`config.mk`:
```
export PLATFORM = sky130hd
export DESIGN_NAME = int_to_decimal_ascii_top
export DESIGN_NICKNAME = d
export VERILOG_FILES = /design/src/sv/itda_pkg.sv /design/src/sv/itda_dp.sv /design/src/sv/itda_ctrl.sv /design/src/sv/int_to_decimal_ascii_top.sv
export VERILOG_INCLUDE_DIRS = /design/src /design/src/sv
export SDC_FILE = /design/constraint.sdc
export NUM_CORES = 1
export LEC_CHECK = 0
export BUFFER_PORTS_ARGS = -buffer_cell sky130_fd_sc_hd__buf_4
export CAP_MARGIN = 20
export CORE_MARGIN = 2
export CORE_UTILIZATION = 60
export CTS_BUF_LIST = sky130_fd_sc_hd__clkbuf_4
export DETAILED_ROUTE_END_ITERATION = 12
export PLACE_DENSITY = 0.77
export SLEW_MARGIN = 20
export SYNTH_ARGS = -nofsm -noshare
export SYNTH_HDL_FRONTEND = slang
export SYNTH_HIERARCHICAL = 1
export SYNTH_SLANG_ARGS = --single-unit
```
`constraint.sdc`:
```
create_clock -name clock -period 4.03 [get_ports clock]
set_input_delay 0 -clock clock [delete_from_list [all_inputs] [get_ports clock]]
set_output_delay 0 -clock clock [all_outputs]
set_load 0.03 [all_outputs]
```
`src/sv/assert_macros.svh`:
```
// ----------------------------------------------------------------------------
// Assertion macros
// Concurrent assertion wrappers; empty when SYNTHESIS is defined.
// ----------------------------------------------------------------------------
`ifndef ASSERT_MACROS_SVH
`define ASSERT_MACROS_SVH
`ifndef SYNTHESIS
// Check that a property holds on every rising edge outside reset.
`define ASSERT_PROP(label, clk, rst, prop, msg) \
   label: assert property (@(posedge clk) disable iff (rst) (prop)) else $error(msg);
// Check that a condition never occurs outside reset.
`define ASSERT_NEVER(label, clk, rst, cond, msg) \
   label: assert property (@(posedge clk) disable iff (rst) !(cond)) else $error(msg);
`else
`define ASSERT_PROP(label, clk, rst, prop, msg)
`define ASSERT_NEVER(label, clk, rst, cond, msg)
`endif
`endif

```
`src/sv/itda_pkg.sv`:
```
// ----------------------------------------------------------------------------
// itda_pkg
// Shared types, constants and functions of the decimal ASCII converter.
// ----------------------------------------------------------------------------
package itda_pkg;

   localparam int VALUE_WIDTH = 32;
   localparam int NUM_DIGITS  = 10;
   localparam int BCD_WIDTH   = 4 * NUM_DIGITS;

   localparam logic [3:0] CONV_LAST   = 4'd15;   // two bits per step, 16 steps
   localparam logic [7:0] ASCII_ZERO  = 8'h30;
   localparam logic [7:0] ASCII_MINUS = 8'h2D;

   // Controller to datapath
   typedef struct packed {
      logic load;    // capture a new word and clear the BCD register
      logic shift;   // one double-dabble step (two bits)
      logic count;   // register digit count and emit pointer
      logic emit;    // load the next character into the output register
   } itda_cmd_type;

   // Datapath to controller
   typedef struct packed {
      logic conv_done;   // last conversion step in progress
      logic emit_last;   // next character is the final one
      logic slot_free;   // output register can take a character
   } itda_sts_type;

   // One double-dabble bit: add 3 to every digit of 5 or more, then shift in.
   function automatic logic [BCD_WIDTH-1:0] dabble(input logic [BCD_WIDTH-1:0] bcd,
                                                   input logic                 din);
      logic [BCD_WIDTH-1:0] adj;
      logic [3:0]           nib;
      for (int i = 0; i < NUM_DIGITS; i++) begin
         nib = bcd[i*4 +: 4];
         adj[i*4 +: 4] = (nib >= 4'd5) ? nib + 4'd3 : nib;
      end
      return {adj[BCD_WIDTH-2:0], din};
   endfunction

   // Number of significant digits, at least one.
   function automatic logic [3:0] digit_count(input logic [BCD_WIDTH-1:0] bcd);
      logic [3:0] n;
      n = 4'd1;
      for (int i = 0; i < NUM_DIGITS; i++) begin
         if (bcd[i*4 +: 4] != 4'd0) begin
            n = 4'(i + 1);
         end
      end
      return n;
   endfunction

endpackage

```
`src/sv/itda_dp.sv`:
```
// ----------------------------------------------------------------------------
// itda_dp
// Datapath: magnitude, double-dabble BCD register, emit pointer, output reg.
// ----------------------------------------------------------------------------
module itda_dp (
   input  logic                   clock,
   input  logic                   reset,
   input  itda_pkg::itda_cmd_type cmd,
   output itda_pkg::itda_sts_type sts,
   input  logic [31:0]            req_tdata,
   input  logic                   req_tuser,
   output logic                   rsp_tvalid,
   input  logic                   rsp_tready,
   output logic [7:0]             rsp_tdata,
   output logic                   rsp_tlast,
   output logic [3:0]             rsp_tuser
);
   import itda_pkg::*;

   logic [VALUE_WIDTH-1:0] mag_ff, mag_in;
   logic [BCD_WIDTH-1:0]   bcd_ff, bcd_in;
   logic [3:0]             cnt_ff, cnt_in;
   logic                   neg_ff, neg_in;
   logic                   minus_ff, minus_in;
   logic [3:0]             pos_ff, pos_in;
   logic [3:0]             total_ff, total_in;
   logic                   valid_ff, valid_in;
   logic [7:0]             char_ff, char_in;
   logic                   last_ff, last_in;
   logic [3:0]             ccount_ff, ccount_in;

   logic                   neg_word;
   logic [3:0]             nd;
   logic [3:0]             digit;

   assign neg_word = req_tuser & req_tdata[VALUE_WIDTH-1];
   assign nd       = digit_count(bcd_ff);
   assign digit    = bcd_ff[{pos_ff, 2'b00} +: 4];

   assign sts.conv_done = (cnt_ff == CONV_LAST);
   assign sts.emit_last = !minus_ff && (pos_ff == 4'd0);
   assign sts.slot_free = !valid_ff || rsp_tready;

   always_comb begin
      mag_in    = mag_ff;
      bcd_in    = bcd_ff;
      cnt_in    = cnt_ff;
      neg_in    = neg_ff;
      minus_in  = minus_ff;
      pos_in    = pos_ff;
      total_in  = total_ff;
      valid_in  = valid_ff & ~rsp_tready;
      char_in   = char_ff;
      last_in   = last_ff;
      ccount_in = ccount_ff;
      if (cmd.load) begin
         mag_in = neg_word ? (~req_tdata + 32'd1) : req_tdata;
         neg_in = neg_word;
         bcd_in = '0;
         cnt_in = 4'd0;
      end
      if (cmd.shift) begin
         bcd_in = dabble(dabble(bcd_ff, mag_ff[VALUE_WIDTH-1]), mag_ff[VALUE_WIDTH-2]);
         mag_in = {mag_ff[VALUE_WIDTH-3:0], 2'b00};
         cnt_in = cnt_ff + 4'd1;
      end
      if (cmd.count) begin
         pos_in   = nd - 4'd1;
         minus_in = neg_ff;
         total_in = nd + {3'b000, neg_ff};
      end
      if (cmd.emit) begin
         valid_in = 1'b1;
         if (minus_ff) begin
            char_in   = ASCII_MINUS;
            last_in   = 1'b0;
            ccount_in = 4'd0;
            minus_in  = 1'b0;
         end else begin
            char_in   = ASCII_ZERO + {4'd0, digit};
            last_in   = (pos_ff == 4'd0);
            ccount_in = (pos_ff == 4'd0) ? total_ff : 4'd0;
            pos_in    = pos_ff - 4'd1;
         end
      end
   end

   always_ff @(posedge clock) begin
      if (reset) begin
         valid_ff <= 1'b0;
      end else begin
         valid_ff <= valid_in;
      end
      mag_ff    <= mag_in;
      bcd_ff    <= bcd_in;
      cnt_ff    <= cnt_in;
      neg_ff    <= neg_in;
      minus_ff  <= minus_in;
      pos_ff    <= pos_in;
      total_ff  <= total_in;
      char_ff   <= char_in;
      last_ff   <= last_in;
      ccount_ff <= ccount_in;
   end

   assign rsp_tvalid = valid_ff;
   assign rsp_tdata  = char_ff;
   assign rsp_tlast  = last_ff;
   assign rsp_tuser  = ccount_ff;

endmodule

```
`src/sv/itda_ctrl.sv`:
```
// ----------------------------------------------------------------------------
// itda_ctrl
// Controller: sequences load, conversion, digit count and character emit.
// ----------------------------------------------------------------------------
module itda_ctrl (
   input  logic                   clock,
   input  logic                   reset,
   input  logic                   req_tvalid,
   output logic                   req_tready,
   input  itda_pkg::itda_sts_type sts,
   output itda_pkg::itda_cmd_type cmd
);
   import itda_pkg::*;

   localparam logic [1:0] ST_IDLE  = 2'd0;
   localparam logic [1:0] ST_CONV  = 2'd1;
   localparam logic [1:0] ST_COUNT = 2'd2;
   localparam logic [1:0] ST_EMIT  = 2'd3;

   logic [1:0] state_ff, state_in;

   assign req_tready = (state_ff == ST_IDLE);

   always_comb begin
      state_in  = state_ff;
      cmd       = '0;
      case (state_ff)
         ST_IDLE: begin
            if (req_tvalid) begin
               cmd.load = 1'b1;
               state_in = ST_CONV;
            end
         end
         ST_CONV: begin
            cmd.shift = 1'b1;
            if (sts.conv_done) begin
               state_in = ST_COUNT;
            end
         end
         ST_COUNT: begin
            cmd.count = 1'b1;
            state_in  = ST_EMIT;
         end
         ST_EMIT: begin
            if (sts.slot_free) begin
               cmd.emit = 1'b1;
               if (sts.emit_last) begin
                  state_in = ST_IDLE;
               end
            end
         end
         default: begin
            state_in = ST_IDLE;
         end
      endcase
   end

   always_ff @(posedge clock) begin
      if (reset) begin
         state_ff <= ST_IDLE;
      end else begin
         state_ff <= state_in;
      end
   end

endmodule

```
`src/sv/int_to_decimal_ascii_top.sv`:
```
// Flow: each accepted word runs the 16-step two-bit double-dabble loop, a
// digit count step, then one character per cycle through the output register
// while the result side is ready; a number has 1 to 11 characters. A new word
// is taken only once the final character of the last one is in the register.
// Reset: synchronous, active high; clears the controller and output valid.
// ----------------------------------------------------------------------------
// int_to_decimal_ascii_top
// Prints a 32-bit word as decimal ASCII text, most significant digit first.
// ----------------------------------------------------------------------------
`include "assert_macros.svh"

module int_to_decimal_ascii_top (
   input  logic        clock,
   input  logic        reset,
   // input word channel
   input  logic        req_tvalid,
   output logic        req_tready,
   input  logic [31:0] req_tdata,   // [31:0] value
   input  logic        req_tuser,   // [0] opcode: 0 unsigned, 1 signed
   // character channel
   output logic        rsp_tvalid,
   input  logic        rsp_tready,
   output logic [7:0]  rsp_tdata,   // [7:0] character
   output logic        rsp_tlast,   // final character of the number
   output logic [3:0]  rsp_tuser    // [3:0] char_count, zero unless tlast
);
   import itda_pkg::*;

   itda_cmd_type cmd;
   itda_sts_type sts;

   // Controller: accept a word, run the conversion, then emit characters
   // whenever the output register is free or being drained.
   itda_ctrl u_ctrl (
      .clock      (clock),
      .reset      (reset),
      .req_tvalid (req_tvalid),
      .req_tready (req_tready),
      .sts        (sts),
      .cmd        (cmd)
   );

   // Datapath: negate signed negatives, convert to BCD two bits per cycle,
   // count significant digits, then walk digits down from the top.
   itda_dp u_dp (
      .clock      (clock),
      .reset      (reset),
      .cmd        (cmd),
      .sts        (sts),
      .req_tdata  (req_tdata),
      .req_tuser  (req_tuser),
      .rsp_tvalid (rsp_tvalid),
      .rsp_tready (rsp_tready),
      .rsp_tdata  (rsp_tdata),
      .rsp_tlast  (rsp_tlast),
      .rsp_tuser  (rsp_tuser)
   );

   // A transfer in starts a conversion: the input side must drop ready.
   `ASSERT_PROP(a_busy_after_accept, clock, reset, (req_tvalid && req_tready) |=> !req_tready, "input accepted while converting")
   // Final character always carries a nonzero count.
   `ASSERT_PROP(a_last_count, clock, reset, (rsp_tvalid && rsp_tlast) |-> (rsp_tuser != 4'd0), "last character with zero count")
   // Non-final characters carry a zero count.
   `ASSERT_PROP(a_mid_count, clock, reset, (rsp_tvalid && !rsp_tlast) |-> (rsp_tuser == 4'd0), "count on non-final character")
   // A minus sign never ends a number.
   `ASSERT_NEVER(a_minus_last, clock, reset, rsp_tvalid && rsp_tlast && (rsp_tdata == ASCII_MINUS), "minus as final character")

endmodule

```
==> results of run 1 <==
[cells in the final DEF (no fill, tap or decap), types with 3 or more instances in the layout]
cell and instances:
sky130_fd_sc_hd__buf_4 50, sky130_fd_sc_hd__edfxtp_1 89, sky130_fd_sc_hd__mux2_2 21, sky130_fd_sc_hd__o21ai_0 32, sky130_fd_sc_hd__o211ai_1 3, sky130_fd_sc_hd__a31oi_1 11
sky130_fd_sc_hd__or3_1 6, sky130_fd_sc_hd__a21oi_1 41, sky130_fd_sc_hd__xor2_1 4, sky130_fd_sc_hd__conb_1 3, sky130_fd_sc_hd__or4_4 3, sky130_fd_sc_hd__mux4_2 8
sky130_fd_sc_hd__nor3b_1 25, sky130_fd_sc_hd__ha_1 51, sky130_fd_sc_hd__nor2_1 70, sky130_fd_sc_hd__o31ai_1 9, sky130_fd_sc_hd__dlygate4sd3_1 40, sky130_fd_sc_hd__a21o_1 9
sky130_fd_sc_hd__or2_2 6, sky130_fd_sc_hd__xnor2_1 34, sky130_fd_sc_hd__nor3_1 6, sky130_fd_sc_hd__nand2_1 71, sky130_fd_sc_hd__inv_1 52, sky130_fd_sc_hd__nand2b_1 25
sky130_fd_sc_hd__clkbuf_4 9, sky130_fd_sc_hd__and2_1 17, sky130_fd_sc_hd__nor2b_1 12, sky130_fd_sc_hd__nand3_1 7, sky130_fd_sc_hd__mux2i_1 37, sky130_fd_sc_hd__a41oi_1 3
sky130_fd_sc_hd__o21ai_1 16, sky130_fd_sc_hd__dfxtp_1 10
[worst paths after layout]
check	startpoint	end	slack, ps
max	u_ctrl/state_ff[1]	u_dp/mag_ff[28]	840
min	rsp_tready	u_ctrl/state_ff[1]	110
max reg2reg	u_ctrl/state_ff[1]	u_dp/mag_ff[28]	840
min reg2reg	u_dp/mag_ff[1]	u_dp/mag_ff[1]	510
[worst max-delay path: cells and delay by family, from the launching register on]
kind                       cells  cell delay [ps]
and+or+nand+nor                2             1060
DFF                            1              410
buffers and inverters          3             1100
adders and majority gates      1              180
AOI/OAI and AO/OA              2              310
[layer usage]
layer | GRT usage [%] | vias to the layer above
met4 | 8.05 | 0
met1 | 32.6 | 2748
met3 | 3.45 | 20
li1 | - | 2809
met5 | 0 | -
met2 | 44.0 | 181
[timing repair]
item | CTS | global route
endpoints found under the hold margin | 36 | 0
hold buffers | 40 | 0
setup buffers | 0 | 0
[cells by family after synthesis]
group / count (synthesis)
simple gates: 265
compound gates: 144
flops: 99
buf+inv: 81
mux: 67
fa+ha+maj: 52
xor+xnor: 38
other cells: 2
[layout make-up]
cell class	instances	area share (%)
multi-input combinational	569	49.5
sequential	99	34.9
timing repair buffer	91	9.66
inverter	52	2.37
tap	147	2.23
clock buffer	9	0.821
clock inverter	7	0.517
antenna	1	0.0304
[flip-flops by register name, indices dropped and copies added (netlist names)]
| name | count |
|---|---|
| u_dp/bcd_ff | 40 |
| u_dp/rsp_tdata | 5 |
| u_dp/neg_ff | 1 |
| u_dp/pos_ff | 4 |
| u_dp/cnt_ff | 4 |
| u_dp/rsp_tuser | 4 |
| u_ctrl/state_ff | 2 |
| u_dp/mag_ff | 32 |
| u_dp/total_ff | 4 |
| u_dp/rsp_tlast | 1 |
| u_dp/rsp_tvalid | 1 |
| u_dp/minus_ff | 1 |
[metrics by stage]
step	utilization (%)	power (mW)	hold slack (ps)	worst slack, ps	instance area [sq um]
2_1_floorplan	-	5.15	69.1	433	7260
3_3_place_gp	64.8	5.79	184	1490	7720
3_5_place_dp	64.8	6.07	199	1340	7720
4_1_cts	69.1	6.63	92.1	934	8230
5_1_grt	69.1	7.18	148	658	8230
6_report	69.1	6.64	113	838	8230
[power by group through the flow]
stage,logic (mW),registers (mW),clock network (mW)
CTS,3.90,2.23,0.490
floorplan,3.05,2.11,0
finish,3.93,2.24,0.471
detailed placement,3.82,2.25,0
global placement,3.56,2.23,0
global route,4.35,2.31,0.521
==> run_results.csv, run 1 <==
group,metric,value,unit
run_status,run_status,"finished, final reports clean",
detailed_routing,route.layer.met1.wl,7.11,mm
synth,synth_top_area_share,36.8,%
power_and_ir_drop,max-vdd-ir-drop,0.344,mV
floorplanning,floorplan.die.width,114,microns
floorplanning,floorplan.rows,40,
global_routing,first_global_vias,5610,
synth,netlist_area,7260,sq um
detailed_routing,route.antenna.remaining_nets,0,
floorplanning,initial_core_util,60.9,%
global_routing,grt_start_max_net_pins,78,
synth,synth_top_family_by_area,"simple AND/OR/NAND/NOR gates",
power_and_ir_drop,pwr_density_cell,807,nW/um^2
power_and_ir_drop,clock_power_share,7.1,%
synth,post_synthesis_sequential_element_count,99,
global_routing,grt_remaining_overflow,0,
synth,adder_and_majority_cell_fraction_of_the_synthesized_area,8.96,%
synth,synthMuxAreaShare,11.0,%
global_routing,grt_first_pass_wirelength,26.3,mm
floorplanning,die_area,13000,sq um
worst_setup_path,cp_slowest_cell,"sky130_fd_sc_hd__dlygate4sd3_1",
synth,yosys-top-cells-count,"89 x sky130_fd_sc_hd__edfxtp_1, 72 x sky130_fd_sc_hd__nand2_1, 70 x sky130_fd_sc_hd__nor2_1, 52 x sky130_fd_sc_hd__ha_1, 52 x sky130_fd_sc_hd__inv_1",
detailed_routing,detailroute.wirelength.met2,8.10,mm
power_and_ir_drop,combinational_cell_fraction_of_total_power,59.2,%
clocking,cts_inserted_buffers,9,
sta,rsz_0062_raised_after_global_routing,"no",
detailed_routing,topRoutingLayerUsed,"met4",
synth,synth-edff-count,89,
worst_setup_path,cells_on_worst_reg2reg_path,8,
synth,yosys.area_share.simple,19.3,%
global_routing,antenna_found_initial,1,
power_and_ir_drop,internal_power,3.65,mW
cells_and_area,seqCellArea,2870,sq um
sta,layout_min_cycle_time,3190,ps
clocking,tritoncts,"done",
synth,syn_inst,748,
synth,postSynthAreaPerCell,9.71,sq um
cells_and_area,net_count_of_the_finished_layout,911,
cells_and_area,fin_cells,975,
detailed_routing,met3_length,674,microns
sta,worst_clock_skew,13.4,ps
sta,finalSetupViolations,0,
worst_setup_path,crit_path_max_incr_delay,570,ps
clocking,cts_max_path_buffers,2,
detailed_routing,detailedRoute.firstIterationViolations,512,
placement,place_hpwl,11.1,mm
sta,clock.fmax,313,MHz
sta,min_period_over_period,79.2,%
floorplanning,core,11900,sq um
worst_hold_path,whs_path_depth,5,
synth,synth_xor_area_share,4.58,%
detailed_routing,detail_route.first_pass.iterations,5,
power_and_ir_drop,netSwitchingPower,2.99,mW
synth,ys_seq_area_share,39.6,%
worst_setup_path,critPathMostFrequentCell,"sky130_fd_sc_hd__inv_1",
detailed_routing,via_density,5.91,
power_and_ir_drop,p_seq_share,33.7,%
synth,synth.yosys.warnings,6,
clocking,cts.sink_count,99,
cells_and_area,area.growth.synth_to_final,13.4,%
synth,synth_largest_area_cell,"sky130_fd_sc_hd__edfxtp_1",
cells_and_area,multi_input_area,4070,sq um
clocking,clk_latency,470,ps
synth,post_synthesis_compound_gate_area_fraction,12.1,%
power_and_ir_drop,power.static_leakage,3.31,nW
sta,final-max-slew-violation-count,0,
cells_and_area,layout-drive-gt1-share,13.9,%
worst_setup_path,critPathArrivalTime,3540,ps
synth,netlist_top_cells_area,"sky130_fd_sc_hd__edfxtp_1 37%, sky130_fd_sc_hd__ha_1 9.0%, sky130_fd_sc_hd__mux2i_1 5.1%",
sta,final.setup.tns,0,ps
sta,final_hold_viol_count,0,
synth,post-synth-top-count-cell,"sky130_fd_sc_hd__edfxtp_1",
power_and_ir_drop,netSwitchingFraction,45.0,%
sta,slew_headroom,43.7,%
placement,place.port_buffers,48,
worst_setup_path,worstPathMaxFanout,18,
worst_setup_path,startpoint_type,"register",
floorplanning,boundaryPins,52,
sta,worst_pin_slew,844,ps
placement,gp_routability_congestion,0.858,
detailed_routing,avgRoutedWirePerCell,16.5,microns
synth,synth_flop_cell,"sky130_fd_sc_hd__edfxtp_1",
worst_setup_path,critical_path_class,"register to register",
placement,placed_cells,918,
clocking,cts.clk_slew.worst_paths,160,ps
detailed_routing,routed_wirelength,16.1,mm
worst_setup_path,critical_path.endpoint_type,"register",
detailed_routing,detail_route.drc_violations,0,
global_routing,gr-usage-all-layers,25.3,%
clocking,cts_repair_resize_count,0,
job,count_of_maximum_capacitance_violations,0,
floorplanning,die_height,114,microns
cells_and_area,fillerInstances,883,
synth,synth.distinct_cells,60,
detailed_routing,vias,5758,
worst_setup_path,crit_required,4370,ps
synth,synthArstFlopShare,0,%
worst_hold_path,hold_path_class,"input port to register",
worst_setup_path,worstPathCellList,"inv_1 -> ha_2 -> inv_1 -> nand2_1 -> nor2_1 -> a221oi_1 -> o211ai_1 -> dlygate4sd3_1",
clocking,clk_root_buffer_cell,"sky130_fd_sc_hd__clkbuf_4",
clocking,cts_htree_levels,3,
(Power assumes the default switching activity.)
==> run 2, diff against run 1 <==
==> constraint.sdc (replaced) <==
create_clock -name clock -period 3 [get_ports clock]
set_input_delay 0 -clock clock [delete_from_list [all_inputs] [get_ports clock]]
set_output_delay 0 -clock clock [all_outputs]
set_load 0.03 [all_outputs]
==> run 2 against run 1 <==
  * Routed wire length rose by 1.5%
  * Sequential power rose by 33%
  * Setup slack got worse by 600 ps
  * Sequential share of layout area fell by 0.33 points
  * Combinational power rose by 35%
  * Hold slack got worse by 47 ps
  * Die area did not move
  * Core utilization rose by 0.66 points
  * Maximum frequency rose by 16%
  * Clock skew rose by 6.1 ps
  * Cell area rose by 0.96%
  * First-iteration DRC count fell by 0.98%
  * Largest cell class unchanged
  * Largest power group unchanged
  * Highest routed layer unchanged
==> run_results.csv, run 2 (same netlist as run 1, synthesis figures left out) <==
group,metric,value,unit
run_status,run_status,"finished, final reports clean",
cells_and_area,most-common-layout-cells,"89 x sky130_fd_sc_hd__edfxtp_1, 71 x sky130_fd_sc_hd__nand2_1, 70 x sky130_fd_sc_hd__nor2_1, 57 x sky130_fd_sc_hd__buf_4, 52 x sky130_fd_sc_hd__inv_1",
worst_setup_path,crit_required,3260,ps
worst_setup_path,critPathArrivalTime,3020,ps
detailed_routing,detail_route.first_pass.iterations,5,
floorplanning,floorplan.die.width,114,microns
floorplanning,floorplan.rows,40,
placement,gp_routability_congestion,0.850,
placement,placed_cells,924,
clocking,post_cts_buffers,0,
worst_setup_path,worstPathMaxFanout,5,
clocking,clk_latency,500,ps
placement,place.port_buffers,48,
sta,final_hold_viol_count,0,
floorplanning,boundaryPins,52,
clocking,cts_inserted_buffers,9,
power_and_ir_drop,max-vdd-ir-drop,0.465,mV
cells_and_area,area.growth.synth_to_final,14.5,%
detailed_routing,routed_wirelength,16.4,mm
cells_and_area,fin_cells,979,
floorplanning,core,11900,sq um
floorplanning,die_area,13000,sq um
detailed_routing,detail_route.drc_violations,0,
cells_and_area,mostFrequentLayoutCell,"sky130_fd_sc_hd__edfxtp_1",
global_routing,first_global_vias,5833,
clocking,cts_htree_levels,3,
cells_and_area,largest_register_ffs,40,
detailed_routing,via_density,5.96,
sta,final.setup.tns,0,ps
cells_and_area,layout-drive-gt1-share,14.9,%
sta,worst_clock_skew,19.6,ps
sta,final-max-slew-violation-count,0,
detailed_routing,avgRoutedWirePerCell,16.7,microns
sta,whs,65.8,ps
detailed_routing,vias,5833,
worst_setup_path,startpoint_type,"register",
clocking,cts_max_path_buffers,2,
global_routing,antenna_found_initial,0,
global_routing,grt_start_max_net_pins,53,
sta,finalWorstSetupSlack,237,ps
cells_and_area,num_antenna_cells,0,
floorplanning,initial_core_util,60.9,%
sta,finalSetupViolations,0,
worst_setup_path,critical_path_class,"register to register",
detailed_routing,detailedRoute.firstIterationViolations,507,
worst_hold_path,hold_path_class,"input port to register",
sta,clock.fmax,362,MHz
sta,layout_min_cycle_time,2760,ps
clocking,tritoncts,"done",
power_and_ir_drop,power.static_leakage,3.35,nW
power_and_ir_drop,pwr_density_cell,1100,nW/um^2
detailed_routing,route.antenna.remaining_nets,0,
clocking,cts.clk_slew.worst_paths,160,ps
sta,worst_pin_slew,701,ps
worst_setup_path,critical_path.endpoint_type,"register",
placement,preCtsSetupSlack,283,ps
global_routing,grt_first_pass_wirelength,27.1,mm
clocking,cts.sink_count,99,
clocking,clk_root_buffer_cell,"sky130_fd_sc_hd__clkbuf_4",
cells_and_area,registers.top_by_ff_count,"u_dp/bcd_ff",
job,count_of_maximum_capacitance_violations,0,
global_routing,gr-usage-all-layers,26.2,%
sta,min_period_over_period,92.1,%
cells_and_area,net_count_of_the_finished_layout,916,
placement,place_hpwl,11.4,mm
floorplanning,die_height,114,microns
sta,rsz_0062_raised_after_global_routing,"no",
cells_and_area,finalCoreUtilization,69.8,%
sta,slew_headroom,52.9,%
global_routing,grt_remaining_overflow,0,
run 2: cell types whose count changed in the layout (fill, tap and decap cells not counted), sizes merged:
| cell | delta |
|---|---|
| bufinv | +2 |
| diode | -1 |
| dlygate4sd3 | -1 |
| buf | +6 |
| clkinv | -2 |
run 2: power breakdown:
part           internal [mW]  switching, mW
logic                   2.31           2.99
clock network          0.343          0.496
registers               2.44          0.552
total                   5.09           4.04
run 2: final cells by class:
class | instances | area (sq um)
Tap cell | 147 | 184
Sequential cell | 99 | 2870
Fill cell | 885 | 3600
Inverter | 52 | 195
Clock buffer | 9 | 67.6
Multi-Input combinational cell | 569 | 4080
Clock inverter | 7 | 98.8
Timing Repair Buffer | 96 | 818
run 2: worst paths after layout:
kind / start / endpoint / slack, ps / depth (start not counted)
max: u_dp/bcd_ff[20] / u_dp/bcd_ff[22] / 240 / 9
min: req_tuser / u_dp/mag_ff[1] / 70 / 5
max reg2reg: u_dp/bcd_ff[20] / u_dp/bcd_ff[22] / 240 / 9
min reg2reg: u_ctrl/state_ff[1] / u_ctrl/state_ff[1] / 520 / 2
run 2: metrics by stage:
stage / total power [mW] / instance area (sq um)
3_5_place_dp: 8.17 / 7750
2_1_floorplan: 6.91 / 7270
6_report: 9.13 / 8310
4_1_cts: 9.09 / 8310
5_1_grt: 9.85 / 8310
3_3_place_gp: 7.81 / 7750
run 2: worst max-delay path, cell delays in order, from the launching register on:
cell and delay [ps]:
sky130_fd_sc_hd__edfxtp_1 490, sky130_fd_sc_hd__inv_1 130, sky130_fd_sc_hd__ha_1 270, sky130_fd_sc_hd__nand2b_1 100
sky130_fd_sc_hd__a21oi_1 250, sky130_fd_sc_hd__xnor2_1 190, sky130_fd_sc_hd__ha_1 270, sky130_fd_sc_hd__nor2b_1 150
sky130_fd_sc_hd__o21ai_0 310, sky130_fd_sc_hd__mux2_2 380
run 2: per-layer routing:
layer / part of all wire, % / vias to the layer above / track usage (%) / routed length, microns
met5: 0 / - / 0 / 0
li1: - / 2814 / - / -
met3: 4.3 / 36 / 3.45 / 696
met4: 2.5 / 0 / 11.4 / 410
met2: 48 / 187 / 44.2 / 7920
met1: 45 / 2796 / 33.9 / 7330
run 2: repair_timing:
item / in CTS / in global routing
hold buffers: 39 / 0
endpoints found under the hold margin: 36 / 0
gates resized for setup: 0 / 1
setup endpoints to repair: 0 / 3
==> run 3, diff against run 2 <==
--- a/config.mk
+++ b/config.mk
@@ -6,6 +6,7 @@
 export SDC_FILE = /design/constraint.sdc
 export NUM_CORES = 1
 export LEC_CHECK = 0
+export ABC_AREA = 1
 export BUFFER_PORTS_ARGS = -buffer_cell sky130_fd_sc_hd__buf_4
 export CAP_MARGIN = 20
 export CORE_MARGIN = 2
@@ -16,5 +17,4 @@
 export SLEW_MARGIN = 20
 export SYNTH_ARGS = -nofsm -noshare
 export SYNTH_HDL_FRONTEND = slang
-export SYNTH_HIERARCHICAL = 1
 export SYNTH_SLANG_ARGS = --single-unit
==> constraint.sdc (replaced) <==
create_clock -name clock -period 3.5 [get_ports clock]
set_input_delay 0 -clock clock [delete_from_list [all_inputs] [get_ports clock]]
set_output_delay 0 -clock clock [all_outputs]
set_load 0.03 [all_outputs]
==> run 3 against run 2 <==
  * Critical path depth shrank 4
  * Combinational power fell by 16%
  * Power fell by 17%
  * Count of clock-buffer cells in the layout increased by 1
  * Synthesized area decreased by 0.43%
  * Non-clock buffer count fell by 8
  * Maximum frequency increased by 15%
  * Sequential power fell by 18%
  * Sequential share of layout area is 0.27 points higher
  * Hold slack gained 22 ps
==> run_results.csv, run 3 <==
group,metric,value,unit
run_status,run_status,"finished, final reports clean",
power_and_ir_drop,netSwitchingFraction,48.9,%
worst_setup_path,timing.rr.end,"u_dp.bcd_ff[36]",
synth,yosys-top-cells-count,"143 x sky130_fd_sc_hd__nand2_1, 125 x sky130_fd_sc_hd__inv_1, 99 x sky130_fd_sc_hd__o21ai_0, 89 x sky130_fd_sc_hd__edfxtp_1, 75 x sky130_fd_sc_hd__nor2_1",
global_routing,grt.met2_usage,41.1,%
synth,postSynthAreaPerCell,8.07,sq um
floorplanning,core,11900,sq um
placement,detailed_place.area,7730,sq um
synth,ys_seq_area_share,39.7,%
floorplanning,die_height,114,microns
global_routing,gr-usage-met3,4.14,%
placement,place_hpwl,10.8,mm
global_routing,groute.layer.met1.usage,31.9,%
worst_hold_path,whs_path_depth,4,
sta,final-max-slew-violation-count,0,
placement,gp_routability_congestion,0.863,
sta,worst_clock_skew,29.7,ps
power_and_ir_drop,power.static_leakage,3.70,nW
worst_setup_path,r2r-start,"u_ctrl.state_ff[1]",
floorplanning,floorplan.rows,40,
worst_setup_path,critPathArrivalTime,2580,ps
synth,yosys.area_share.simple,19.0,%
placement,place.port_buffers,48,
synth,post-synth-top-count-cell,"sky130_fd_sc_hd__nand2_1",
detailed_routing,routed_wirelength,15.0,mm
worst_setup_path,worst-r2r-setup-slack,1090,ps
worst_hold_path,hold_path_class,"input port to register",
cells_and_area,largest_register_ffs,40,
floorplanning,die_area,12900,sq um
synth,synth_xor_area_share,3.96,%
synth,synth_top_area_share,37.0,%
synth,post_synthesis_sequential_element_count,99,
detailed_routing,avgRoutedWirePerCell,13.3,microns
synth,synth_flop_cell,"sky130_fd_sc_hd__edfxtp_1",
worst_hold_path,worst_hold_path.endpoint,"u_dp.mag_ff[13]",
worst_setup_path,startpoint_type,"register",
worst_setup_path,crit_required,3670,ps
synth,synth_largest_area_cell,"sky130_fd_sc_hd__edfxtp_1",
synth,synth.yosys.warnings,0,
power_and_ir_drop,netSwitchingPower,3.71,mW
synth,synthMuxAreaShare,0,%
sta,min_period_over_period,68.7,%
global_routing,grt_start_max_net_pins,50,
global_routing,gr-usage-all-layers,24.1,%
synth,netlist_top_cells_area,"sky130_fd_sc_hd__edfxtp_1 37%, sky130_fd_sc_hd__ha_1 8.8%, sky130_fd_sc_hd__nand2_1 7.4%",
synth,adder_and_majority_cell_fraction_of_the_synthesized_area,8.83,%
power_and_ir_drop,internal_power,3.87,mW
power_and_ir_drop,p_seq_share,32.3,%
synth,synth.distinct_cells,52,
cells_and_area,most-common-layout-cells,"142 x sky130_fd_sc_hd__nand2_1, 125 x sky130_fd_sc_hd__inv_1, 99 x sky130_fd_sc_hd__o21ai_0, 89 x sky130_fd_sc_hd__edfxtp_1, 75 x sky130_fd_sc_hd__nor2_1",
power_and_ir_drop,pwr_density_cell,919,nW/um^2
global_routing,grt_busiest_layer,"met2",
clocking,tritoncts,"done",
sta,finalSetupViolations,0,
global_routing,antenna_found_initial,1,
power_and_ir_drop,combinational_cell_fraction_of_total_power,58.4,%
worst_hold_path,holdCritStartpoint,"req_tdata[13]",
sta,slew_headroom,56.4,%
detailed_routing,via_density,5.39,
cells_and_area,registers.top_by_ff_count,"u_dp.bcd_ff",
worst_setup_path,cells_on_worst_reg2reg_path,5,
power_and_ir_drop,clock_power_share,9.3,%
job,count_of_maximum_capacitance_violations,0,
synth,synth-edff-count,89,
clocking,cts.sink_count,99,
detailed_routing,route.antenna.remaining_nets,0,
clocking,cts.clk_slew.worst_paths,160,ps
clocking,cts_max_path_buffers,2,
clocking,cts_inserted_buffers,9,
detailed_routing,detailedRoute.firstIterationViolations,481,
synth,synth_top_family_by_area,"compound AO/OA/AOI/OAI gates",
sta,clock.fmax,416,MHz
clocking,cts_repair_resize_count,0,
detailed_routing,detail_route.first_pass.iterations,5,
worst_setup_path,worstPathMaxFanout,23,
worst_setup_path,critical_path.endpoint_type,"register",
sta,rsz_0062_raised_after_global_routing,"no",
global_routing,grt_remaining_overflow,0,
floorplanning,initial_core_util,60.9,%
global_routing,grt_first_pass_wirelength,25.2,mm
synth,netlist_area,7230,sq um
cells_and_area,area.growth.synth_to_final,14.1,%
synth,post_synthesis_compound_gate_area_fraction,19.5,%
detailed_routing,detail_route.drc_violations,0,
sta,final.setup.tns,0,ps
synth,syn_inst,896,
sta,worst_pin_slew,647,ps
synth,synthArstFlopShare,0,%
power_and_ir_drop,max-vdd-ir-drop,0.409,mV
floorplanning,floorplan.die.width,114,microns
clocking,cts_htree_levels,3,
sta,layout_min_cycle_time,2410,ps
cells_and_area,mostFrequentLayoutCell,"sky130_fd_sc_hd__nand2_1",
global_routing,first_global_vias,5568,
clocking,clk_latency,490,ps
detailed_routing,vias,6082,
cells_and_area,net_count_of_the_finished_layout,1063,
cells_and_area,layout-drive-gt1-share,14.5,%
cells_and_area,stdcell_area,8250,sq um
worst_setup_path,critical_path_class,"register to register",
floorplanning,boundaryPins,52,
clocking,clk_root_buffer_cell,"sky130_fd_sc_hd__clkbuf_4",
sta,final_hold_viol_count,0,
[run 3: changes by cell type after synthesis, sizes merged, moves of 18 or more]
cell,delta
inv,+89
mux2i,-37
o21ai,+93
mux2,-22
a21oi,+39
nor3b,-25
xnor2,-28
nand2b,-25
nand2,+86
nand3,+30
and2,-18
xor2,+21
[run 3: metrics by stage]
stage	util, %	worst slack (ps)	std cells	hold WS (ps)	power (mW)
detailed placement	65.2	1140	1076	188	6.83
CTS	69.5	1100	1127	54.8	7.59
floorplan	-	437	897	69.1	5.84
global route	69.5	816	1128	101	8.42
finish	69.5	1090	1128	88.1	7.58
global placement	65.2	1140	1076	186	6.72
[run 3: how the worst max path moves through the flow]
stage                       start              end  slack [ps]  cells after the start
2_1_floorplan  u_ctrl.state_ff[1]   u_dp.bcd_ff[0]         440                      5
4_1_cts        u_ctrl.state_ff[1]  u_dp.bcd_ff[35]        1100                      5
5_1_grt           u_dp.bcd_ff[12]  u_dp.bcd_ff[13]         820                     12
3_3_place_gp   u_ctrl.state_ff[1]  u_dp.bcd_ff[37]        1140                      5
3_5_place_dp      u_dp.bcd_ff[33]  u_dp.bcd_ff[33]        1140                     12
6_report       u_ctrl.state_ff[1]  u_dp.bcd_ff[36]        1090                      5
[run 3: repair_timing]
item / CTS / global route
hold buffers: 35 / 0
buffers inserted: 0 / 0
endpoints found under the hold margin: 35 / 0
[run 3: worst max-delay path, stage by stage (launching register included)]
cell and delay (ps):
sky130_fd_sc_hd__dfxtp_1 370, sky130_fd_sc_hd__inv_1 100, sky130_fd_sc_hd__ha_2 490, sky130_fd_sc_hd__inv_1 390, sky130_fd_sc_hd__nand2_4 400, sky130_fd_sc_hd__buf_4 310
[run 3: cells by family after synthesis]
logic type / after synthesis
buffers and inverters: 163
flip-flops: 99
XOR/XNOR: 31
other: 2
AO/OA/AOI/OAI: 249
AND/OR/NAND/NOR: 301
adder cells (fa/ha/maj): 51
[run 3: per-layer routing]
layer  vias up  wire length (microns)
met5         -                      0
met4         0                    247
met3        18                    617
met2       131                   7330
met1      2770                   6810
li1       3163                      -
[run 3: power groups by stage]
stage	sequential [mW]	combinational (mW)	clock, mW
2_1_floorplan	2.42	3.42	0
3_3_place_gp	2.46	4.26	0
3_5_place_dp	2.47	4.36	0
4_1_cts	2.45	4.43	0.714
5_1_grt	2.52	5.14	0.753
6_report	2.45	4.43	0.703
[run 3: final cells by class]
| type | count | area (sq um) |
|---|---|---|
| diodes | 1 | 2.50 |
| clock buffers | 10 | 75.1 |
| clock inverters | 6 | 86.3 |
| fillers | 968 | 3610 |
| inverters | 142 | 533 |
| multi-input cells | 635 | 3730 |
| flip-flops and latches | 99 | 2870 |
| well taps | 147 | 184 |
| repair buffers | 88 | 761 |
